<file path="src/sv/lpmr_pkg.sv">
// Shared types and constants of the length-prefixed message ring.
package lpmr_pkg;

  localparam int LEN_W     = 12;
  localparam int BYTE_W    = 8;
  localparam int OP_W      = 2;
  localparam int STATUS_W  = 3;
  localparam int CFG_W     = 13;
  localparam int MIN_RING  = 16;
  localparam int S_TDATA_W = 32;
  localparam int M_TDATA_W = 24;

  typedef enum logic [OP_W-1:0] {
    OP_WRITE_BEGIN = 2'd0,
    OP_WRITE_BYTE  = 2'd1,
    OP_READ_BEGIN  = 2'd2,
    OP_READ_BYTE   = 2'd3
  } op_e;

  typedef enum logic [STATUS_W-1:0] {
    ST_OK        = 3'd0,
    ST_NO_SPACE  = 3'd1,
    ST_EMPTY     = 3'd2,
    ST_TOO_SMALL = 3'd3,
    ST_PROTOCOL  = 3'd4
  } status_e;

  typedef enum logic [1:0] {
    HDR_LEN_LOW  = 2'd0,
    HDR_LEN_HIGH = 2'd1,
    HDR_ZERO     = 2'd2
  } hdr_kind_e;

  typedef struct packed {
    logic      wbegin;
    logic      wbyte;
    logic      rbegin;
    logic      rbyte;
    logic      proto_err;
    logic      hdr_wr;
    logic      hdr_last;
    hdr_kind_e hdr_kind;
    logic      rd_next;
    logic      rd_done;
  } cmd_t;

  typedef struct packed {
    logic no_space;
    logic empty;
    logic write_open;
    logic read_open;
    logic out_free;
  } stat_t;

endpackage

</file>
<file path="src/sv/lpmr_ctrl.sv">
// Controller state machine that sequences header writes and header reads.
module lpmr_ctrl #(
  parameter int HEADER_BYTES = 8
) (
  input  logic                 clk_i,
  input  logic                 rst_ni,
  input  logic                 in_valid_i,
  input  lpmr_pkg::op_e        in_op_i,
  input  lpmr_pkg::stat_t      stat_i,
  output logic                 in_ready_o,
  output lpmr_pkg::cmd_t       cmd_o
);

  localparam int HCNT_W = (HEADER_BYTES > 1) ? $clog2(HEADER_BYTES) : 1;

  typedef enum logic [1:0] {
    S_IDLE,
    S_WHDR,
    S_RH1,
    S_RH2
  } state_e;

  state_e              state_q;
  logic [HCNT_W-1:0]   hcnt_q;
  logic                accept;
  logic                hdr_last;

  assign in_ready_o = (state_q == S_IDLE) && stat_i.out_free;
  assign accept     = in_valid_i && in_ready_o;
  assign hdr_last   = (hcnt_q == HCNT_W'(HEADER_BYTES - 1));

  always_comb begin
    cmd_o = '0;
    unique case (state_q)
      S_IDLE: begin
        if (accept) begin
          unique case (in_op_i)
            lpmr_pkg::OP_WRITE_BEGIN: cmd_o.wbegin = 1'b1;
            lpmr_pkg::OP_WRITE_BYTE: begin
              cmd_o.wbyte     = stat_i.write_open;
              cmd_o.proto_err = !stat_i.write_open;
            end
            lpmr_pkg::OP_READ_BEGIN: cmd_o.rbegin = 1'b1;
            lpmr_pkg::OP_READ_BYTE: begin
              cmd_o.rbyte     = stat_i.read_open;
              cmd_o.proto_err = !stat_i.read_open;
            end
          endcase
        end
      end
      S_WHDR: begin
        cmd_o.hdr_wr   = 1'b1;
        cmd_o.hdr_last = hdr_last;
        if (hcnt_q == HCNT_W'(0)) begin
          cmd_o.hdr_kind = lpmr_pkg::HDR_LEN_LOW;
        end else if (hcnt_q == HCNT_W'(1)) begin
          cmd_o.hdr_kind = lpmr_pkg::HDR_LEN_HIGH;
        end else begin
          cmd_o.hdr_kind = lpmr_pkg::HDR_ZERO;
        end
      end
      S_RH1: cmd_o.rd_next = 1'b1;
      S_RH2: cmd_o.rd_done = 1'b1;
    endcase
  end

  always_ff @(posedge clk_i or negedge rst_ni) begin
    if (!rst_ni) begin
      state_q <= S_IDLE;
      hcnt_q  <= '0;
    end else begin
      unique case (state_q)
        S_IDLE: begin
          hcnt_q <= '0;
          if (accept && in_op_i == lpmr_pkg::OP_WRITE_BEGIN && !stat_i.no_space) begin
            state_q <= S_WHDR;
          end else if (accept && in_op_i == lpmr_pkg::OP_READ_BEGIN && !stat_i.empty) begin
            state_q <= S_RH1;
          end
        end
        S_WHDR: begin
          if (hdr_last) begin
            state_q <= S_IDLE;
          end else begin
            hcnt_q <= hcnt_q + HCNT_W'(1);
          end
        end
        S_RH1: state_q <= S_RH2;
        S_RH2: state_q <= S_IDLE;
      endcase
    end
  end

endmodule

</file>
<file path="config.mk">
export PLATFORM = sky130hd
export DESIGN_NAME = lpmr_ctrl
export DESIGN_NICKNAME = d
export VERILOG_FILES = /design/src/sv/lpmr_pkg.sv /design/src/sv/lpmr_ctrl.sv
export SDC_FILE = /design/constraint.sdc
export NUM_CORES = 1
export LEC_CHECK = 0
export BUFFER_PORTS_ARGS = -buffer_cell sky130_fd_sc_hd__buf_2
export CORE_AREA = 2 2 39 41
export CTS_CLUSTER_SIZE = 8
export DETAILED_ROUTE_END_ITERATION = 7
export DIE_AREA = 0 0 41 43
export GPL_TIMING_DRIVEN = 0
export PLACE_DENSITY_LB_ADDON = 0.3
export SETUP_SLACK_MARGIN = 0.4
export SYNTH_ARGS = -nofsm -noshare
export SYNTH_HDL_FRONTEND = slang
export SYNTH_SLANG_ARGS = --single-unit
</file>
<file path="constraint.sdc">
create_clock -name clk_i -period 1.49 [get_ports clk_i]
set_input_delay 0.298 -clock clk_i [delete_from_list [all_inputs] [get_ports clk_i]]
set_output_delay 0.298 -clock clk_i [all_outputs]
set_load 0.01 [all_outputs]
</file>
==> metrics.cfg, run 1 <==
[run_status]
status=finished with violations
violations=setup timing

[power]
p_leak_nw=0.3878
total_power_w=0.001157
vdd_drop_max_mv=0.8729
pwr_density_cell_nw_per_um2=1459

[placed_design]
portBuffers=21
dp_hpwl_um=771.8
dp_slack_ns=0.1020
placed_area_sq_um=596.8
place.gp.congestion=0.6448

[cells_and_area]
diodes=0
multiInputGateArea_sq_um=381.6
layout-drive-gt1-share_pct=65.00
utilization_pct=57.32
area_growth_pct=87.02
fill_cells=127
post-route-cell-area_sq_um=793.3
seqCellArea_sq_um=126.4
finalNetCount=95

[sta]
final.setup.tns_ns=-1.006
min_period_ns=1.628
clock.fmax_ghz=0.6141
report.final.slew_viol_count=0
fin_ws_ns=-0.1385
hold_violations=0
period_share_pct=109.3
clock_skew_ns=0.003752
max_slew_margin_pct=80.86
worstMarginPinSlew_ns=0.2834
rsz0062_at_grt=true
setup_viol=11

[setup_path]
criticalPathCategory=flop to output port
worstPathRequired_ns=1.19
reg2reg_depth=7
cp-end-kind=output port
cp-start-kind=flop
cpPeakStageDelay_ns=0.38
critical_path_depth=4
path_cells=nand4bb_4 -> buf_4 -> nor3_1 -> buf_2
crit_slowest_cell=dfrtp_1
critPathMaxFanout=5
cp.arrival_ns=1.33
cpLargestDelayFamily=simple AND/OR/NAND/NOR gates
cp_num_buf_inv=2

[clock_network]
htree_num_levels=1
cts_inserted_buffers=3
clockBufferDepth=2
clock_sinks=5
clk_latency_ns=0.24
cts_tree=done
cts.root.buffer_cell=clkbuf_4
clkSlewWorstSetupHoldPaths_ns=0.04

[yosys]
synth-seq-cells=5
synthTopCellsByArea=dfrtp_1 29%, ha_1 12%, nor3b_1 7.1%
synth_edf_count=0
syn-num-nets=60
yosysSeqAreaShare_pct=29.50
ys_warn_count=0
synth_top_cell_by_area=dfrtp_1
ys_types=23
synth_top_cells_by_count=5 x dfrtp_1, 5 x inv_1, 4 x ha_1, 4 x nor3b_1
syn_inst=46
avgSynthCellArea_sq_um=9.221
synthFlopType=dfrtp_1
async_flop_share_pct=100.0
syn-cell-area_sq_um=424.2
synth_top_area_share_pct=29.50

[floorplanning]
start_util_pct=30.65
io_pins=22
core-area_sq_um=1384
die_w_um=41
die-area_sq_um=1763
die_h_um=43
num_rows=14

[routing]
routed_wl_mm=1.089
met3_length_um=71
drt_iter0_markers=6
m1WireLength_um=451
drtAntennaViolNets=0
drc=0
wl_per_cell_um=11.34
dr.pass1.iters=4
met2_wirelength_um=567
topRoutingLayerUsed=met3
viasPerCell=4.854
vias=466

[global_routing]
track_usage_pct=15.07
first_global_vias=439
grt_pass1_wl_mm=1.780
antenna_found_initial=0
grt_overflow=0
grt_max_degree=11

[flow_run]
maxCapViolations=0

[hold_path]
hold_class=input port to flop
whs_path_depth=2

==> layout by cell type (no fill, tap or decap), drive strengths merged <==
cell type and count:
or3 1, or3b 1, dlygate4sd3 1, a21oi 1
buf 31, nor4b 1, nand4bb 1, o21a 1
clkbuf 4, ha 4, nand3b 1, mux2i 1
nor2 2, dfrtp 5, and2 2, and3 3
nor3 3, a221o 2, inv 5, nand2b 1
o41ai 1, nand2 1, o211ai 1, nor2b 2
nor3b 4
==> cell type report <==
cell class / instances / area share, %
Buffer: 2 / 2.839
Multi-Input combinational cell: 34 / 48.11
Inverter: 5 / 2.366
Sequential cell: 5 / 15.93
Clock buffer: 4 / 3.312
Tap cell: 16 / 2.524
Timing Repair Buffer: 30 / 24.92
==> logic make-up after synthesis <==
| kind of cell | share of synthesized area (%) |
|---|---|
| adder cells (fa/ha/maj) | 11.80 |
| flip-flops | 29.50 |
| AO/OA/AOI/OAI | 11.51 |
| multiplexers | 2.360 |
| AND/OR/NAND/NOR | 35.10 |
| buffers and inverters | 9.735 |
==> where the power goes <==
part / total (W) / switching [W] / internal (W)
sequential: 0.000259 / 0.0000714 / 0.000188
combinational: 0.000744 / 0.000298 / 0.000445
clock: 0.000154 / 0.0000533 / 0.000101
total: 0.00116 / 0.000423 / 0.000734
==> final timing paths <==
path                         endpoint  startpoint  slack, ns
max                         cmd_o[10]  state_q[0]      -0.14
min                        state_q[1]   stat_i[3]       0.24
max reg2reg                 hcnt_q[1]  state_q[0]      -0.07
min reg2reg                state_q[1]  state_q[1]       0.66
max in group asynchronous   hcnt_q[0]      rst_ni       0.93
min in group asynchronous   hcnt_q[1]      rst_ni       0.41
==> through the flow <==
| stage | hold WS [ns] | cells |
|---|---|---|
| 3_5_place_dp | 0.1203 | 83 |
| 4_1_cts | 0.2414 | 94 |
| 6_report | 0.2443 | 96 |
| 5_1_grt | 0.2299 | 96 |
| 3_3_place_gp | 0.1186 | 83 |
| 2_1_floorplan | 0.002409 | 46 |
==> routing by layer <==
metal  vias up  track usage (%)
li1        236                -
met1       212            17.76
met2        18            24.06
met3         0            4.712
met4         0            6.000
met5         -                0
==> timing repair <==
item                                    CTS  global route
setup buffers                             6             2
endpoints found under the hold margin     5             0
hold buffers                              1             0
pin swaps                                 7             3
gates resized for setup                  17             3
endpoints found under the setup margin   16            16
==> registers in the layout, indices dropped and copies added, names as in the netlist <==
register	flops
hcnt_q	3
state_q	2
Note: power is estimated with default switching activity, not from simulation.
==> inputs of run 2 (changes only) <==
--- a/config.mk
+++ b/config.mk
@@ -12,6 +12,7 @@
 export DIE_AREA = 0 0 41 43
 export GPL_TIMING_DRIVEN = 0
 export PLACE_DENSITY_LB_ADDON = 0.3
+export RECOVER_POWER = 100
 export SETUP_SLACK_MARGIN = 0.4
 export SYNTH_ARGS = -nofsm -noshare
 export SYNTH_HDL_FRONTEND = slang
==> constraint.sdc (replaced) <==
create_clock -name clk_i -period 1.49 [get_ports clk_i]
set_input_delay 0.3725 -clock clk_i [delete_from_list [all_inputs] [get_ports clk_i]]
set_output_delay 0.3725 -clock clk_i [all_outputs]
set_load 0.01 [all_outputs]
==> run 2 against run 1 <==
Compared with the run above: sequential cell count is the same; via count grew 4.9%; largest cell class unchanged; critical path depth shrank 1; the run still ends with setup timing left; die area is the same; final area grew 8.0%.
==> metrics.cfg, run 2 (same netlist as run 1, synthesis figures left out) <==
[run_status]
status=finished with violations
violations=setup timing

[global_routing]
antenna_found_initial=0
grt_overflow=0
track_usage_pct=15.37
grt_max_degree=7
first_global_vias=468
grt_pass1_wl_mm=1.883

[power]
vdd_drop_max_mv=0.7010
p_leak_nw=0.4307
pwr_density_cell_nw_per_um2=1346

[clock_network]
clock_sinks=5
clockBufferDepth=2
clkSlewWorstSetupHoldPaths_ns=0.04
htree_num_levels=1
clk_latency_ns=0.24
cts_tree=done
cts_inserted_buffers=3
cts.root.buffer_cell=clkbuf_4

[setup_path]
criticalPathCategory=flop to output port
crit_slowest_cell=dfrtp_1
cp-end-kind=output port
cpPeakStageDelay_ns=0.37
timing.rr.start=hcnt_q[1]
path_cells=nand4bb_4 -> nor4b_4 -> buf_2
worstPathRequired_ns=1.12
cp-start-kind=flop
crit_start=state_q[1]
cp.arrival_ns=1.32
critPathMaxFanout=5

[routing]
routed_wl_mm=1.143
dr.pass1.iters=1
drt_iter0_markers=0
drc=0
vias=489
viasPerCell=4.890
wl_per_cell_um=11.43
drtAntennaViolNets=0

[sta]
clock_skew_ns=0.003531
max_slew_margin_pct=82.34
min_period_ns=1.689
report.final.slew_viol_count=0
clock.fmax_ghz=0.5921
rsz0062_at_grt=true
setup_viol=14
fin_ws_ns=-0.1988
worstMarginPinSlew_ns=0.2649
hold-worst-slack_ns=0.3224
period_share_pct=113.3
hold_violations=0

[hold_path]
hold_class=input port to flop
hold_start=stat_i[3]

[cells_and_area]
post-route-cell-area_sq_um=857.1
final_cell_mix=16 x buf_2, 11 x buf_6, 6 x buf_4
layout-drive-gt1-share_pct=66.67
fin_cells=100
area_growth_pct=102.1
top_register=hcnt_q
largest_reg_flops=3
utilization_pct=61.93
diodes=0
final_common_cell=buf_2
top_regs=hcnt_q x3, state_q x2
finalNetCount=99
fill_cells=110

[floorplanning]
die_h_um=43
die_w_um=41
core-area_sq_um=1384
start_util_pct=30.65
die-area_sq_um=1763
io_pins=22
num_rows=14

[placed_design]
portBuffers=21
dp_slack_ns=0.004324
place_inst=83
place.gp.congestion=0.6514
placed_area_sq_um=641.9
dp_hpwl_um=733

[flow_run]
maxCapViolations=0

run 2: routing by layer:
metal | GRT usage (%) | vias to the layer above | part of all wire, % | wire length [um]
met4 | 8.000 | 0 | 0 | 0
met2 | 25.62 | 9 | 54 | 612
li1 | - | 244 | - | -
met1 | 18.09 | 236 | 43 | 491
met3 | 1.571 | 0 | 3.4 | 39
met5 | 0 | - | 0 | 0
run 2: worst paths after layout:
| path | end | slack, ns | depth (start not counted) |
|---|---|---|---|
| max | cmd_o[6] | -0.20 | 3 |
| min | state_q[1] | 0.32 | 2 |
| max reg2reg | hcnt_q[0] | -0.03 | 5 |
| min reg2reg | hcnt_q[0] | 0.62 | 2 |
| max in group asynchronous | hcnt_q[0] | 0.76 | 2 |
| min in group asynchronous | hcnt_q[1] | 0.52 | 2 |
run 2: worst max-delay path, delay by kind of cell (launching register included):
family / cells / cell delay [ns]
simple gates: 2 / 0.54
buf+inv: 1 / 0.16
flops: 1 / 0.37
run 2: through the flow:
| step | power [W] | TNS [ns] |
|---|---|---|
| after CTS | 0.001139 | -1.495 |
| after floorplan | 0.0006237 | 0 |
| after global placement | 0.0007392 | 0 |
| after detailed placement | 0.0007492 | 0 |
| final | 0.001153 | -1.573 |
| after global routing | 0.001244 | -2.393 |
run 2: power by group:
part / switching, W / leakage [nW] / internal (W) / total, W
Clock: 0.0000517 / 0.0150 / 0.000101 / 0.000153
Combinational: 0.000294 / 0.350 / 0.000471 / 0.000765
Sequential: 0.0000500 / 0.0656 / 0.000185 / 0.000236
run 2: area by class of cell:
type                    instances  area [sq um]  share of cell area [%]
inverters                       5         18.77                   2.190
repair buffers                 34         260.3                   30.37
plain buffers                   2         22.52                   2.628
well taps                      16         20.02                   2.336
flip-flops and latches          5         125.1                   14.60
multi-input cells              34         384.1                   44.82
clock buffers                   4         26.28                   3.066
run 2: what timing repair did:
item | 4_1_cts | 5_1_grt
endpoints found under the setup margin | 17 | 17
hold buffers | 1 | 0
resized for setup | 14 | 3
pin swaps | 6 | 7
setup buffers | 11 | 1
endpoints found under the hold margin | 5 | 0
